File: src/sv/cpsm_pkg.sv
// shared types and constants of the capture period speed meter
package cpsm_pkg;

  // width of the speed numerator and of the divider quotient
  localparam int unsigned NUM_W   = 32;
  localparam int unsigned SPEED_W = 24;
  localparam int unsigned CFG_IDX_W = 8;

  localparam logic [SPEED_W-1:0] SPEED_MAX = {SPEED_W{1'b1}};

  // configuration register indexes
  localparam logic [CFG_IDX_W-1:0] REG_MIN_PERIOD    = 8'd0;
  localparam logic [CFG_IDX_W-1:0] REG_TIMEOUT_TICKS = 8'd1;
  localparam logic [CFG_IDX_W-1:0] REG_TICKS_PER_MIN = 8'd2;
  localparam logic [CFG_IDX_W-1:0] REG_PULSES_PER_REV = 8'd3;

  // configuration reset values
  localparam logic [15:0]      MIN_PERIOD_RST    = 16'd100;
  localparam logic [7:0]       TIMEOUT_TICKS_RST = 8'd10;
  localparam logic [NUM_W-1:0] TICKS_PER_MIN_RST = 32'd60000000;
  localparam logic [7:0]       PULSES_PER_REV_RST = 8'd6;

  // item kinds carried in the input tuser bit
  localparam logic FUNC_CAPTURE = 1'b0;
  localparam logic FUNC_TICK    = 1'b1;

  // divider status seen by the sequencer
  typedef struct packed {
    logic busy;
    logic done;
  } div_stat_t;

endpackage

File: src/sv/cpsm_div.sv
// iterative restoring divider, one quotient bit per cycle
module cpsm_div import cpsm_pkg::*; #(
  parameter int unsigned DIV_W = 25
) (
  input  logic             clk_i,
  input  logic             rst_ni,
  input  logic             start_i,
  input  logic [NUM_W-1:0] dividend_i,
  input  logic [DIV_W-1:0] divisor_i,
  output logic [NUM_W-1:0] quotient_o,
  output div_stat_t        stat_o
);

  localparam int unsigned CNT_W = $clog2(NUM_W);
  localparam logic [CNT_W-1:0] CNT_LAST = CNT_W'(NUM_W - 1);

  logic             busy_q, busy_d;
  logic             done_q, done_d;
  logic [CNT_W-1:0] cnt_q, cnt_d;
  logic [DIV_W-1:0] divisor_q, divisor_d;
  logic [DIV_W-1:0] rem_q, rem_d;
  logic [NUM_W-1:0] work_q, work_d;

  logic [DIV_W:0] shifted;
  logic [DIV_W:0] diff;
  logic           fits;

  // one shift and trial subtract
  assign shifted = {rem_q, work_q[NUM_W-1]};
  assign diff    = shifted - {1'b0, divisor_q};
  assign fits    = shifted >= {1'b0, divisor_q};

  always_comb begin
    busy_d    = busy_q;
    done_d    = 1'b0;
    cnt_d     = cnt_q;
    divisor_d = divisor_q;
    rem_d     = rem_q;
    work_d    = work_q;
    if (start_i) begin
      busy_d    = 1'b1;
      cnt_d     = '0;
      divisor_d = divisor_i;
      rem_d     = '0;
      work_d    = dividend_i;
    end else if (busy_q) begin
      rem_d  = fits ? diff[DIV_W-1:0] : shifted[DIV_W-1:0];
      work_d = {work_q[NUM_W-2:0], fits};
      cnt_d  = cnt_q + 1'b1;
      if (cnt_q == CNT_LAST) begin
        busy_d = 1'b0;
        done_d = 1'b1;
      end
    end
  end

  // control state
  always_ff @(posedge clk_i or negedge rst_ni) begin
    if (!rst_ni) begin
      busy_q <= 1'b0;
      done_q <= 1'b0;
      cnt_q  <= '0;
    end else begin
      busy_q <= busy_d;
      done_q <= done_d;
      cnt_q  <= cnt_d;
    end
  end

  // datapath
  always_ff @(posedge clk_i) begin
    divisor_q <= divisor_d;
    rem_q     <= rem_d;
    work_q    <= work_d;
  end

  assign quotient_o  = work_q;
  assign stat_o.busy = busy_q;
  assign stat_o.done = done_q;

endmodule

File: src/sv/capture_period_speed_meter_unit.sv
// tachometer: capture period to rpm through one iterative divider
// sequence: a tick or a rejected capture goes from idle straight to the write state; a valid
// capture passes the product state, the 32 divider steps and the write state before its result shows
// input: an item is taken only in idle, so no new item is taken until the last result is loaded
// into the output register, and the write state waits while a result is stalled at the output
// reset: asynchronous active low, config back to defaults, speed, count, capture zero
module capture_period_speed_meter_unit import cpsm_pkg::*; #(
  parameter int unsigned TIMER_BITS = 16
) (
  input  logic                 clk_i,
  input  logic                 rst_ni,
  // configuration write channel
  input  logic                 cfg_valid_i,
  output logic                 cfg_ready_o,
  input  logic [CFG_IDX_W-1:0] cfg_index_i,
  input  logic [NUM_W-1:0]     cfg_data_i,
  // input items
  input  logic                 s_axis_tvalid,
  output logic                 s_axis_tready,
  input  logic [15:0]          s_axis_tdata,  // [15:0] capture_value
  input  logic [0:0]           s_axis_tuser,  // [0] func
  // result items
  output logic                 m_axis_tvalid,
  input  logic                 m_axis_tready,
  output logic [SPEED_W-1:0]   m_axis_tdata,  // [23:0] speed_rpm
  output logic [0:0]           m_axis_tuser   // [0] updated
);

  localparam int unsigned PW    = TIMER_BITS + 1;
  localparam int unsigned DIV_W = PW + 8;
  localparam int unsigned CMPW  = (PW > 16) ? PW : 16;
  localparam logic [PW-1:0] FULL_SPAN = {1'b1, {TIMER_BITS{1'b0}}};

  localparam logic [1:0] ST_IDLE  = 2'd0;
  localparam logic [1:0] ST_MUL   = 2'd1;
  localparam logic [1:0] ST_DIV   = 2'd2;
  localparam logic [1:0] ST_WRITE = 2'd3;

  logic [15:0]      min_period_q;
  logic [7:0]       timeout_q;
  logic [NUM_W-1:0] tpm_q;
  logic [7:0]       ppr_q;

  logic [1:0]         state_q, state_d;
  logic [15:0]        last_q, last_d;
  logic [SPEED_W-1:0] speed_q, speed_d;
  logic [7:0]         idle_q, idle_d;
  logic               upd_q, upd_d;
  logic [PW-1:0]      period_q, period_d;
  logic               out_valid_q, out_valid_d;
  logic [SPEED_W-1:0] out_speed_q, out_speed_d;
  logic               out_upd_q, out_upd_d;

  logic [31:0]           cap_ext, prev_ext;
  logic [TIMER_BITS-1:0] cap_t, prev_t;
  logic [PW-1:0]         period;
  logic                  glitch;
  logic [7:0]            idle_inc;
  logic [DIV_W-1:0]      divisor;
  logic                  div_start;
  logic [NUM_W-1:0]      quotient;
  div_stat_t             div_stat;
  logic [SPEED_W-1:0]    speed_sat;

  // configuration registers, always ready
  assign cfg_ready_o = 1'b1;

  always_ff @(posedge clk_i or negedge rst_ni) begin
    if (!rst_ni) begin
      min_period_q <= MIN_PERIOD_RST;
      timeout_q    <= TIMEOUT_TICKS_RST;
      tpm_q        <= TICKS_PER_MIN_RST;
      ppr_q        <= PULSES_PER_REV_RST;
    end else if (cfg_valid_i) begin
      case (cfg_index_i)
        REG_MIN_PERIOD:     min_period_q <= cfg_data_i[15:0];
        REG_TIMEOUT_TICKS:  timeout_q    <= cfg_data_i[7:0];
        REG_TICKS_PER_MIN:  tpm_q        <= cfg_data_i;
        REG_PULSES_PER_REV: ppr_q        <= cfg_data_i[7:0];
        default: ;
      endcase
    end
  end

  // forward period across the timer wrap
  assign cap_ext  = {16'd0, s_axis_tdata};
  assign prev_ext = {16'd0, last_q};
  assign cap_t    = cap_ext[TIMER_BITS-1:0];
  assign prev_t   = prev_ext[TIMER_BITS-1:0];
  assign period   = (cap_t > prev_t) ? ({1'b0, cap_t} - {1'b0, prev_t})
                                     : ({1'b0, cap_t} + FULL_SPAN - {1'b0, prev_t});
  assign glitch   = CMPW'(period) < CMPW'(min_period_q);
  assign idle_inc = idle_q + 8'd1;

  // period times pulses, registered inside the divider
  assign divisor = DIV_W'(period_q) * DIV_W'(ppr_q);

  cpsm_div #(
    .DIV_W(DIV_W)
  ) u_div (
    .clk_i      (clk_i),
    .rst_ni     (rst_ni),
    .start_i    (div_start),
    .dividend_i (tpm_q),
    .divisor_i  (divisor),
    .quotient_o (quotient),
    .stat_o     (div_stat)
  );

  // clamp to the 24-bit speed range
  assign speed_sat = (quotient[NUM_W-1:SPEED_W] != '0) ? SPEED_MAX : quotient[SPEED_W-1:0];

  assign s_axis_tready = (state_q == ST_IDLE);

  // sequencer
  always_comb begin
    state_d     = state_q;
    last_d      = last_q;
    speed_d     = speed_q;
    idle_d      = idle_q;
    upd_d       = upd_q;
    period_d    = period_q;
    out_valid_d = out_valid_q;
    out_speed_d = out_speed_q;
    out_upd_d   = out_upd_q;
    div_start   = 1'b0;
    if (out_valid_q && m_axis_tready) begin
      out_valid_d = 1'b0;
    end
    case (state_q)
      ST_IDLE: begin
        if (s_axis_tvalid) begin
          if (s_axis_tuser[0] == FUNC_TICK) begin
            if (idle_inc >= timeout_q) begin
              speed_d = '0;
              idle_d  = '0;
              upd_d   = 1'b1;
            end else begin
              idle_d = idle_inc;
              upd_d  = 1'b0;
            end
            state_d = ST_WRITE;
          end else if (glitch) begin
            upd_d   = 1'b0;
            state_d = ST_WRITE;
          end else begin
            last_d   = 16'(cap_t);
            idle_d   = '0;
            period_d = period;
            state_d  = ST_MUL;
          end
        end
      end
      ST_MUL: begin
        div_start = 1'b1;
        state_d   = ST_DIV;
      end
      ST_DIV: begin
        if (div_stat.done) begin
          speed_d = speed_sat;
          upd_d   = 1'b1;
          state_d = ST_WRITE;
        end
      end
      ST_WRITE: begin
        if (!out_valid_q || m_axis_tready) begin
          out_valid_d = 1'b1;
          out_speed_d = speed_q;
          out_upd_d   = upd_q;
          state_d     = ST_IDLE;
        end
      end
      default: begin
        state_d = ST_IDLE;
      end
    endcase
  end

  // control and held state
  always_ff @(posedge clk_i or negedge rst_ni) begin
    if (!rst_ni) begin
      state_q     <= ST_IDLE;
      last_q      <= '0;
      speed_q     <= '0;
      idle_q      <= '0;
      upd_q       <= 1'b0;
      out_valid_q <= 1'b0;
    end else begin
      state_q     <= state_d;
      last_q      <= last_d;
      speed_q     <= speed_d;
      idle_q      <= idle_d;
      upd_q       <= upd_d;
      out_valid_q <= out_valid_d;
    end
  end

  // payload registers
  always_ff @(posedge clk_i) begin
    period_q    <= period_d;
    out_speed_q <= out_speed_d;
    out_upd_q   <= out_upd_d;
  end

  assign m_axis_tvalid   = out_valid_q;
  assign m_axis_tdata    = out_speed_q;
  assign m_axis_tuser[0] = out_upd_q;

endmodule

File: config.mk
export PLATFORM = sky130hd
export DESIGN_NAME = capture_period_speed_meter_unit
export DESIGN_NICKNAME = d
export VERILOG_FILES = /design/src/sv/cpsm_pkg.sv /design/src/sv/cpsm_div.sv /design/src/sv/capture_period_speed_meter_unit.sv
export SDC_FILE = /design/constraint.sdc
export NUM_CORES = 1
export LEC_CHECK = 0
export ABC_CLOCK_PERIOD_IN_PS = 9800
export BUFFER_PORTS_ARGS = -buffer_cell sky130_fd_sc_hd__buf_2
export CAP_MARGIN = 20
export CORE_MARGIN = 2
export CORE_UTILIZATION = 52
export DETAILED_ROUTE_END_ITERATION = 7
export PLACE_DENSITY_LB_ADDON = 0.2
export SLEW_MARGIN = 20
export SYNTH_ARGS = -nofsm -noshare
export SYNTH_HDL_FRONTEND = slang
export SYNTH_SLANG_ARGS = --single-unit
export TNS_END_PERCENT = 30
File: constraint.sdc
create_clock -name clk_i -period 9.8 [get_ports clk_i]
set_input_delay 0.49 -clock clk_i [delete_from_list [all_inputs] [get_ports clk_i]]
set_output_delay 0.49 -clock clk_i [all_outputs]
set_load 0.005 [all_outputs]
==> results.rst, run 1 <==
.. list-table::
   :header-rows: 1

   * - Metric
     - Value
   * - Routability congestion estimate from global placement
     - 0.846
   * - Avg Vias per Cell
     - 5.29
   * - Hold buffer count at cts
     - 0
   * - Hold crit path type
     - input pin to asynchronous set/reset pin
   * - Clk_skew
     - 0.0140 ns
   * - Clock-pin transition on the worst setup and hold timing paths
     - 0.06 ns
   * - Share of post-route cells with drive strength above 1
     - 16.8%
   * - Largest area contributor in the synthesized netlist
     - edfxtp_1
   * - Flop-to-flop setup slack
     - 4.31 ns
   * - Category of the most critical setup path
     - register to register
   * - Reg-to-reg startpoint
     - ppr_q[4]
   * - Number of DRC markers after the initial detailed-route iteration
     - 437
   * - Final setup viols
     - 0
   * - Total Wirelength
     - 31.6 mm
   * - Clock latency on the worst-skew pair
     - 0.55 ns
   * - Number of gates resized after cts
     - 0
   * - Clk buf depth
     - 3
   * - Overflow left after global routing
     - 0
   * - End of the worst register-to-register path
     - u_div.divisor_q[22]
   * - Yosys top cell area share
     - 18.3%
   * - Routed via count
     - 10700
   * - Nets in the synthesized netlist
     - 1800
   * - Count of warnings emitted by yosys
     - 0
   * - Global-route wire length before repair
     - 53.5 mm
   * - Fin cells
     - 2030
   * - Count of maximum capacitance violations
     - 0
   * - Period utilization
     - 56.0%
   * - Mean instance size in the synthesized netlist
     - 10.6 sq um
   * - Fmax
     - 0.182 GHz
   * - Endpoint kind of the worst setup timing path
     - register
   * - Nets
     - 1882
   * - Worst slew pin tran
     - 1.05 ns
   * - Detailed placer's ending HPWL
     - 23.6 mm
   * - Share of synthesized area occupied by flip-flops and latches
     - 40.4%
   * - Routed WL per cell
     - 15.6 um
   * - Startpoint types
     - register
   * - Number of placement rows
     - 64
   * - Die footprint
     - 0.0327 sq mm
   * - Pin count of the biggest net entering global routing
     - 73
   * - CTS root buf
     - clkbuf_16
   * - Cell total after placement
     - 1978
   * - Final hold violation count
     - 0
   * - Postcts setup bufs
     - 0
   * - Clock tree from TritonCTS
     - built
   * - Data arrival, critical path
     - 5.78 ns
   * - Worst path required time
     - 10.09 ns
   * - Time the worst path needs with I/O delays and setup
     - 5.49 ns
   * - Count leader, synth
     - inv_1
   * - Antenna violations before repair
     - 0
   * - Most frequently used flop master after synthesis
     - dfrtp_1
   * - Worst IR Drop VDD
     - 0.136 mV
   * - Initial Utilization
     - 53.0%
   * - Post-synth ARST share
     - 49.8%
   * - Core region area
     - 0.0307 sq mm
   * - Leak Pwr
     - 8.41 nW
   * - Power density over the cells
     - 132 mW/mm^2
   * - Total global-route track usage
     - 19.5%
   * - Post-synthesis sequential element count
     - 247
   * - Total count of max-transition violations in the final report
     - 0
   * - Number of enable-type register cells in the synthesized netlist
     - 99
   * - Status
     - complete, no violations
   * - Y dimension of the die
     - 181 um
   * - Gate count of the mapped netlist
     - 1530
   * - Total negative setup slack
     - 0 ns
   * - PortBufs
     - 88
   * - Ranking of synthesized cells by area
     - edfxtp_1 18%, dfrtp_1 16%, fa_1 11%
   * - Relative slew margins
     - 29.7%
   * - Setup repair after global routing missed its margin
     - no
   * - Diode count
     - 0
   * - Post-route antenna net violation count
     - 0
   * - First-pass DRT Iterations
     - 4
   * - List of most frequent post-synthesis cells
     - 204 x inv_1, 116 x ha_1, 116 x nand2_1, 112 x nor2_1, 106 x dfrtp_1
   * - Number of H-tree levels
     - 1
   * - Max FO, Critical Path
     - 18
   * - Layout Area Growth over Synthesis
     - 11.1%
   * - Post-Syn Area
     - 0.0163 sq mm
   * - Horiz. Die Dim
     - 181 um
   * - Netlist cell types
     - 68
   * - Remaining DRCs
     - 0
   * - Number of top-level pins
     - 90
   * - Via count of the first global-routing pass
     - 10900
   * - TritonCTS Buffers
     - 28
   * - TritonCTS sink count
     - 247
   * - FF-to-FF path depth
     - 17
critical path, stage by stage, from the launching register on:
cell	delay, ns
dfrtp_1	0.65
nand2_1	0.15
fa_1	0.49
fa_1	0.57
fa_1	0.45
fa_1	0.54
inv_1	0.04
ha_1	0.31
o21a_1	0.14
a2111oi_1	0.74
o32a_1	0.25
or3_1	0.15
nand3_1	0.10
nand2_1	0.10
a2bb2oi_1	0.20
nand2b_1	0.09
a21oi_1	0.18
xnor2_1	0.09
cells in the final DEF (no fill, tap or decap), types with 7 or more instances in the layout:
cell / n
a21o_1: 29
mux2i_1: 15
nor2_1: 112
nand2b_1: 10
ha_1: 115
clkbuf_16: 29
dfrtp_1: 105
a211oi_1: 28
o2bb2ai_1: 24
a21oi_1: 71
inv_1: 204
buf_2: 87
o21bai_1: 9
mux2_2: 88
nor2b_1: 11
edfxtp_1: 99
o21a_1: 7
nand4_1: 9
xor2_1: 19
nand2_1: 116
dfstp_2: 17
buf_4: 7
nand3_1: 16
mux2_4: 9
dfxtp_1: 25
xnor2_1: 44
fa_1: 92
nor3_1: 15
and2_1: 76
o21ai_0: 50
area by class of cell:
type,instances,area [sq um]
fill,2618,12600
multi-input combinational,1037,8770
timing repair buffer,94,488
tap,396,495
clock inverter,15,155
clock buffer,37,806
inverter,204,766
sequential,247,6570
cell families after synthesis:
group	Yosys count	synth area share (%)
compound gates	261	10.7
xor+xnor	64	3.49
fa+ha+maj	208	20.3
buf+inv	246	5.81
flops	247	40.4
mux	112	7.85
other cells	1	0.0231
simple gates	391	11.4
worst max-delay path by stage:
| stage | start | to | slack, ns | cells after the start |
|---|---|---|---|---|
| after floorplan | ppr_q[7] | u_div.divisor_q[21] | 4.65 | 20 |
| after global placement | ppr_q[7] | u_div.divisor_q[21] | 4.39 | 19 |
| after detailed placement | ppr_q[7] | u_div.divisor_q[23] | 4.32 | 18 |
| after CTS | ppr_q[7] | u_div.divisor_q[23] | 4.30 | 18 |
| after global routing | ppr_q[7] | u_div.divisor_q[23] | 3.96 | 18 |
| final | ppr_q[4] | u_div.divisor_q[22] | 4.31 | 17 |
flip-flops by register name, summed over array words and instances, names as in the netlist, 17 cells and up:
register and count:
u_div.divisor_q 25, m_axis_tdata 24, speed_q 24, tpm_q 32, period_q 17, u_div.quotient_o 32, u_div.rem_q 25
routing by layer:
| metal | global-route usage [%] | part of all wire (%) |
|---|---|---|
| met5 | 0 | 0 |
| met4 | 4.61 | 2.2 |
| met3 | 2.46 | 2.9 |
| met2 | 31.7 | 46 |
| met1 | 28.0 | 49 |
metrics by stage:
step	cell area [sq um]	utilization (%)	hold WS [ns]	power [mW]	setup WS (ns)
floorplan	16300	-	0.194	1.28	4.65
global placement	17100	55.7	0.442	1.35	4.39
detailed placement	17100	55.7	0.437	1.35	4.32
CTS	18100	58.9	0.109	2.42	4.30
global route	18100	58.9	0.156	2.49	3.96
finish	18100	58.9	0.0805	2.39	4.31
power by group:
| group | leakage (nW) | total (mW) | switching [mW] | internal (mW) |
|---|---|---|---|---|
| sequential | 2.75 | 1.11 | 0.0135 | 1.09 |
| combinational | 5.20 | 0.226 | 0.130 | 0.0962 |
| clock | 0.463 | 1.05 | 0.420 | 0.635 |
Note: power is estimated with default switching activity, not from simulation.
==> inputs of run 2 (changes only) <==
Settings changed: ABC_CLOCK_PERIOD_IN_PS 9800 to 4700.
Clock period 9.8 ns to 4.7 ns, I/O delays scaled along.
==> results.rst, run 2 (synthesis results as in run 1) <==
.. list-table::
   :header-rows: 1

   * - Metric
     - Value
   * - Remaining DRCs
     - 0
   * - Number of placement rows
     - 64
   * - Routed via count
     - 11200
   * - Antenna violations before repair
     - 0
   * - Power density over the cells
     - 254 mW/mm^2
   * - Total global-route track usage
     - 20.2%
   * - Diode count
     - 0
   * - Routability congestion estimate from global placement
     - 0.866
   * - Violations in the final reports
     - setup timing
   * - Clock-pin transition on the worst setup and hold timing paths
     - 0.06 ns
   * - Worst Setup Slack post-DPL
     - -0.271 ns
   * - Cells traversed along the worst timing path
     - buf_4 -> and2_1 -> fa_1 -> fa_2 -> fa_1 -> inv_1 -> fa_1 -> inv_1 -> ha_2 -> a21oi_4 -> o21ai_2 -> or3_1 -> o211ai_1 -> o2111ai_1 -> a21o_1 -> a21o_1 -> a21oi_2 -> xnor2_1
   * - Clock tree from TritonCTS
     - built
   * - Time the worst path needs with I/O delays and setup
     - 4.93 ns
   * - Period utilization
     - 105%
   * - Global-route wire length before repair
     - 55.3 mm
   * - Data arrival, critical path
     - 5.21 ns
   * - Category of the most critical setup path
     - register to register
   * - Smallest setup slack after layout
     - -0.229 ns
   * - Fmax
     - 0.203 GHz
   * - Total area of multi-input combinational cells
     - 0.00904 sq mm
   * - Count of maximum capacitance violations
     - 0
   * - Standard cell with the maximum stage delay on the critical path
     - fa_1
   * - Nets
     - 2017
   * - Relative slew margins
     - 38.7%
   * - Via count of the first global-routing pass
     - 11300
   * - FF+latch area
     - 0.00658 sq mm
   * - CTS root buf
     - clkbuf_16
   * - Y dimension of the die
     - 181 um
   * - Clk_skew
     - 0.0231 ns
   * - TritonCTS Buffers
     - 28
   * - Clk buf depth
     - 3
   * - Number of fill cells in the layout
     - 2439
   * - First-pass DRT Iterations
     - 5
   * - Startpoint types
     - register
   * - Status
     - finished, violations left
   * - Total Wirelength
     - 32.7 mm
   * - Number of top-level pins
     - 90
   * - Final hold violation count
     - 0
   * - Initial Utilization
     - 53.0%
   * - Final design instance area without fill
     - 0.0194 sq mm
   * - Number of H-tree levels
     - 1
   * - Detailed placer's ending HPWL
     - 24.2 mm
   * - Endpoint kind of the worst setup timing path
     - register
   * - Die footprint
     - 0.0327 sq mm
   * - Total count of max-transition violations in the final report
     - 0
   * - Total negative setup slack
     - -0.768 ns
   * - Most repeated library cell on the critical path
     - fa_1
   * - Overflow left after global routing
     - 0
   * - Leak Pwr
     - 9.06 nW
   * - Instance area at placement
     - 0.0177 sq mm
   * - TritonCTS sink count
     - 247
   * - Share of post-route cells with drive strength above 1
     - 23.7%
   * - Routed WL per cell
     - 15.1 um
   * - Number of DRC markers after the initial detailed-route iteration
     - 587
   * - Final setup viols
     - 6
   * - Worst IR Drop VDD
     - 0.258 mV
   * - Layout Area Growth over Synthesis
     - 19.4%
   * - Post-route antenna net violation count
     - 0
   * - Commonest cells after routing, fill and taps aside
     - 193 x inv_1, 111 x nand2_1, 111 x nor2_1, 108 x ha_1, 102 x dfrtp_1
   * - Worst slew pin tran
     - 0.917 ns
   * - PortBufs
     - 88
   * - Share of the core filled with cells in the final layout
     - 63.3%
   * - Most common library cell in the layout ignoring fill and taps
     - inv_1
   * - Max FO, Critical Path
     - 5
   * - CP max stage delay
     - 0.54 ns
   * - Setup repair after global routing missed its margin
     - yes
   * - Pin count of the biggest net entering global routing
     - 58
   * - Horiz. Die Dim
     - 181 um
   * - Clock latency on the worst-skew pair
     - 0.55 ns
   * - Avg Vias per Cell
     - 5.19
   * - Hold crit path type
     - input pin to register
   * - Core region area
     - 0.0307 sq mm
   * - Worst path required time
     - 4.98 ns
==> run 2: final timing paths <==
check / startpoint / end / cells after the start / slack (ns)
setup / recovery: ppr_q[7] / u_div.divisor_q[21] / 18 / -0.23
hold / removal: cfg_data_i[7] / min_period_q[7] / 3 / 0.02
setup reg to reg: ppr_q[7] / u_div.divisor_q[21] / 18 / -0.23
hold reg to reg: speed_q[2] / m_axis_tdata[2] / 0 / 0.45
max in group asynchronous: rst_ni / u_div.busy_q / 3 / 3.48
min in group asynchronous: rst_ni / state_q[0] / 2 / 0.15
==> run 2: what timing repair did <==
action	4_1_cts	5_1_grt
resized for setup	8	50
cloned	0	0
pin swaps	5	37
hold endpoints to repair	85	0
hold buffers	48	0
setup buffers	5	14
endpoints found under the setup margin	6	27
==> run 2: power breakdown <==
group,switching [mW],internal (mW)
clock,0.886,1.15
combinational,0.312,0.290
sequential,0.0190,2.28
==> run 2: cell type report <==
cell class,instances,area share [%]
clock buffer,36,3.92
clock inverter,16,0.542
inverter,204,3.95
multi-input combinational,1037,46.6
sequential,247,33.9
tap,396,2.55
timing repair buffer,229,8.55
==> run 2: critical path, delay by kind of cell, from the launching register on <==
family,cells,cell delay (ns)
XOR/XNOR,1,0.08
buffers and inverters,3,0.24
adder cells (fa/ha/maj),5,2.25
AO/OA/AOI/OAI,7,1.20
AND/OR/NAND/NOR,2,0.47
flip-flops,1,0.42
==> run 2: metal layers <==
metal / up-vias / GRT usage (%) / part of all wire [%]
met2: 151 / 33.5 / 47
li1: 5630 / - / -
met3: 40 / 2.36 / 3.2
met1: 5415 / 28.9 / 48
met5: - / 0 / 0
met4: 0 / 3.77 / 1.8
==> run 2: through the flow <==
stage / hold WS [ns] / cells / total power, mW
finish: 0.0192 / 2165 / 4.93
floorplan: -0.0606 / 1530 / 2.70
global placement: 0.185 / 2046 / 2.87
detailed placement: 0.186 / 2046 / 2.89
global route: 0.0264 / 2165 / 5.15
CTS: 0.00227 / 2151 / 4.96
==> inputs of run 3 (changes only) <==
==> constraint.sdc (replaced) <==
create_clock -name clk_i -period 4.7 [get_ports clk_i]
set_input_delay 0.94 -clock clk_i [delete_from_list [all_inputs] [get_ports clk_i]]
set_output_delay 0.94 -clock clk_i [all_outputs]
set_load 0.005 [all_outputs]
==> results.rst, run 3 (synthesis results as in run 1) <==
.. list-table::
   :header-rows: 1

   * - Metric
     - Value
   * - Status
     - finished, violations left
   * - Violations in the final reports
     - setup timing
   * - Y dimension of the die
     - 181 um
   * - Detailed placer's ending HPWL
     - 24.4 mm
   * - Clk buf depth
     - 3
   * - Clk_skew
     - 0.0112 ns
   * - Final setup viols
     - 5
   * - Routed WL per cell
     - 15.3 um
   * - Total area of multi-input combinational cells
     - 0.00911 sq mm
   * - Power density over the cells
     - 264 mW/mm^2
   * - Leak Pwr
     - 9.09 nW
   * - Overflow left after global routing
     - 0
   * - Relative slew margins
     - 34.3%
   * - Clock latency on the worst-skew pair
     - 0.54 ns
   * - Core region area
     - 0.0307 sq mm
   * - Number of placement rows
     - 64
   * - Fin cells
     - 2154
   * - CTS root buf
     - clkbuf_16
   * - Antenna violations before repair
     - 0
   * - Total Wirelength
     - 33.0 mm
   * - Total global-route track usage
     - 20.3%
   * - Initial Utilization
     - 53.0%
   * - FF+latch area
     - 0.00658 sq mm
   * - First-pass DRT Iterations
     - 5
   * - Most common library cell in the layout ignoring fill and taps
     - inv_1
   * - Final hold violation count
     - 0
   * - Category of the most critical setup path
     - register to register
   * - Commonest cells after routing, fill and taps aside
     - 193 x inv_1, 116 x buf_4, 111 x nor2_1, 110 x nand2_1, 105 x ha_1
   * - Endpoint kind of the worst setup timing path
     - register
   * - Data arrival, critical path
     - 5.28 ns
   * - Via count of the first global-routing pass
     - 11600
   * - Die footprint
     - 0.0327 sq mm
   * - Cell total after placement
     - 2075
   * - Setup repair after global routing missed its margin
     - yes
   * - Nets
     - 2006
   * - Layout Area Growth over Synthesis
     - 19.2%
   * - Number of top-level pins
     - 90
   * - Number of fill cells in the layout
     - 2458
   * - Pin count of the biggest net entering global routing
     - 75
   * - Worst slew pin tran
     - 0.986 ns
   * - TritonCTS Buffers
     - 28
   * - Worst IR Drop VDD
     - 0.267 mV
   * - Worst Setup Slack post-DPL
     - -0.374 ns
   * - Worst path required time
     - 4.98 ns
   * - Routability congestion estimate from global placement
     - 0.807
   * - Smallest setup slack after layout
     - -0.294 ns
   * - Remaining DRCs
     - 0
   * - Hold buffer count at cts
     - 0
   * - Horiz. Die Dim
     - 181 um
   * - Clock tree from TritonCTS
     - built
   * - Avg Vias per Cell
     - 5.26
   * - Startpoint types
     - register
   * - Diode count
     - 0
   * - Time the worst path needs with I/O delays and setup
     - 4.99 ns
   * - TritonCTS sink count
     - 247
   * - Routed via count
     - 11300
   * - Clock-pin transition on the worst setup and hold timing paths
     - 0.06 ns
   * - Global-route wire length before repair
     - 55.8 mm
   * - Count of maximum capacitance violations
     - 0
   * - Total count of max-transition violations in the final report
     - 0
   * - Fmax
     - 0.200 GHz
   * - PortBufs
     - 88
   * - Max FO, Critical Path
     - 4
   * - Post-route antenna net violation count
     - 0
   * - Number of DRC markers after the initial detailed-route iteration
     - 460
   * - Hold crit path type
     - register to register
   * - Period utilization
     - 106%
   * - Number of H-tree levels
     - 1
   * - Share of post-route cells with drive strength above 1
     - 26.5%
run 3: changes by cell type in the layout (fill, tap and decap cells not counted), moves of 3 or more:
cell / before / now
dlygate4sd3_1: 48 / 0
buf_4: 87 / 116
buf_6: 4 / 12
clkinv_2: 6 / 1
ha_1: 108 / 105
ha_4: 7 / 10
run 3: metal layers:
layer | wire, um | vias to the layer above | track usage [%]
met5 | 0 | - | 0
met4 | 754 | 0 | 4.87
met3 | 1120 | 61 | 2.54
met2 | 15800 | 160 | 34.7
met1 | 15300 | 5510 | 27.8
li1 | - | 5596 | -
run 3: power breakdown:
part           switching (mW)  total (mW)  internal (mW)
logic                   0.325       0.631          0.306
registers              0.0193        2.30           2.28
clock network           0.882        2.17           1.29
run 3: path summary, 6_finish.rpt:
check / start / depth (start not counted) / slack, ns / end
max: ppr_q[2] / 17 / -0.29 / u_div.divisor_q[23]
min: speed_q[20] / 0 / 0.45 / m_axis_tdata[20]
max reg2reg: ppr_q[2] / 17 / -0.29 / u_div.divisor_q[23]
min reg2reg: speed_q[20] / 0 / 0.45 / m_axis_tdata[20]
max in group asynchronous: rst_ni / 2 / 3.21 / min_period_q[6]
min in group asynchronous: rst_ni / 1 / 0.54 / idle_q[6]
run 3: critical path, cell delays in order (launching register included):
cell       delay, ns
dfstp_2         0.58
buf_12          0.13
buf_12          0.10
nand2_4         0.04
fa_1            0.46
fa_1            0.52
fa_1            0.44
fa_1            0.53
inv_2           0.04
ha_4            0.23
a21oi_4         0.17
o21ai_2         0.08
or3_1           0.31
o211ai_1        0.34
o2111ai_1       0.17
a21o_1          0.22
a311oi_2        0.27
xnor2_1         0.11
run 3: what timing repair did:
| item | 4_1_cts | 5_1_grt |
|---|---|---|
| cloned | 0 | 1 |
| setup endpoints to repair | 7 | 47 |
| gates resized for setup | 46 | 41 |
| pin swaps | 41 | 36 |
| buffers inserted | 15 | 12 |
run 3: final cells by class:
| class | count | area share (%) |
|---|---|---|
| flip-flops and latches | 247 | 34.0 |
| clock inverters | 15 | 0.775 |
| well taps | 396 | 2.56 |
| inverters | 204 | 3.95 |
| clock buffers | 37 | 4.06 |
| repair buffers | 217 | 7.65 |
| multi-input cells | 1038 | 47.0 |
run 3: metrics by stage:
stage	setup TNS (ns)	area (sq um)	utilization, %	hold WS (ns)	total power [mW]
4_1_cts	-0.573	19100	62.4	0.455	5.13
6_report	-1.07	19400	63.2	0.454	5.10
3_3_place_gp	-10.84	17900	58.5	0.435	2.89
3_5_place_dp	-13.54	17900	58.5	0.435	2.91
2_1_floorplan	-0.0604	16400	-	0.426	2.70
5_1_grt	-2.88	19400	63.2	0.471	5.32
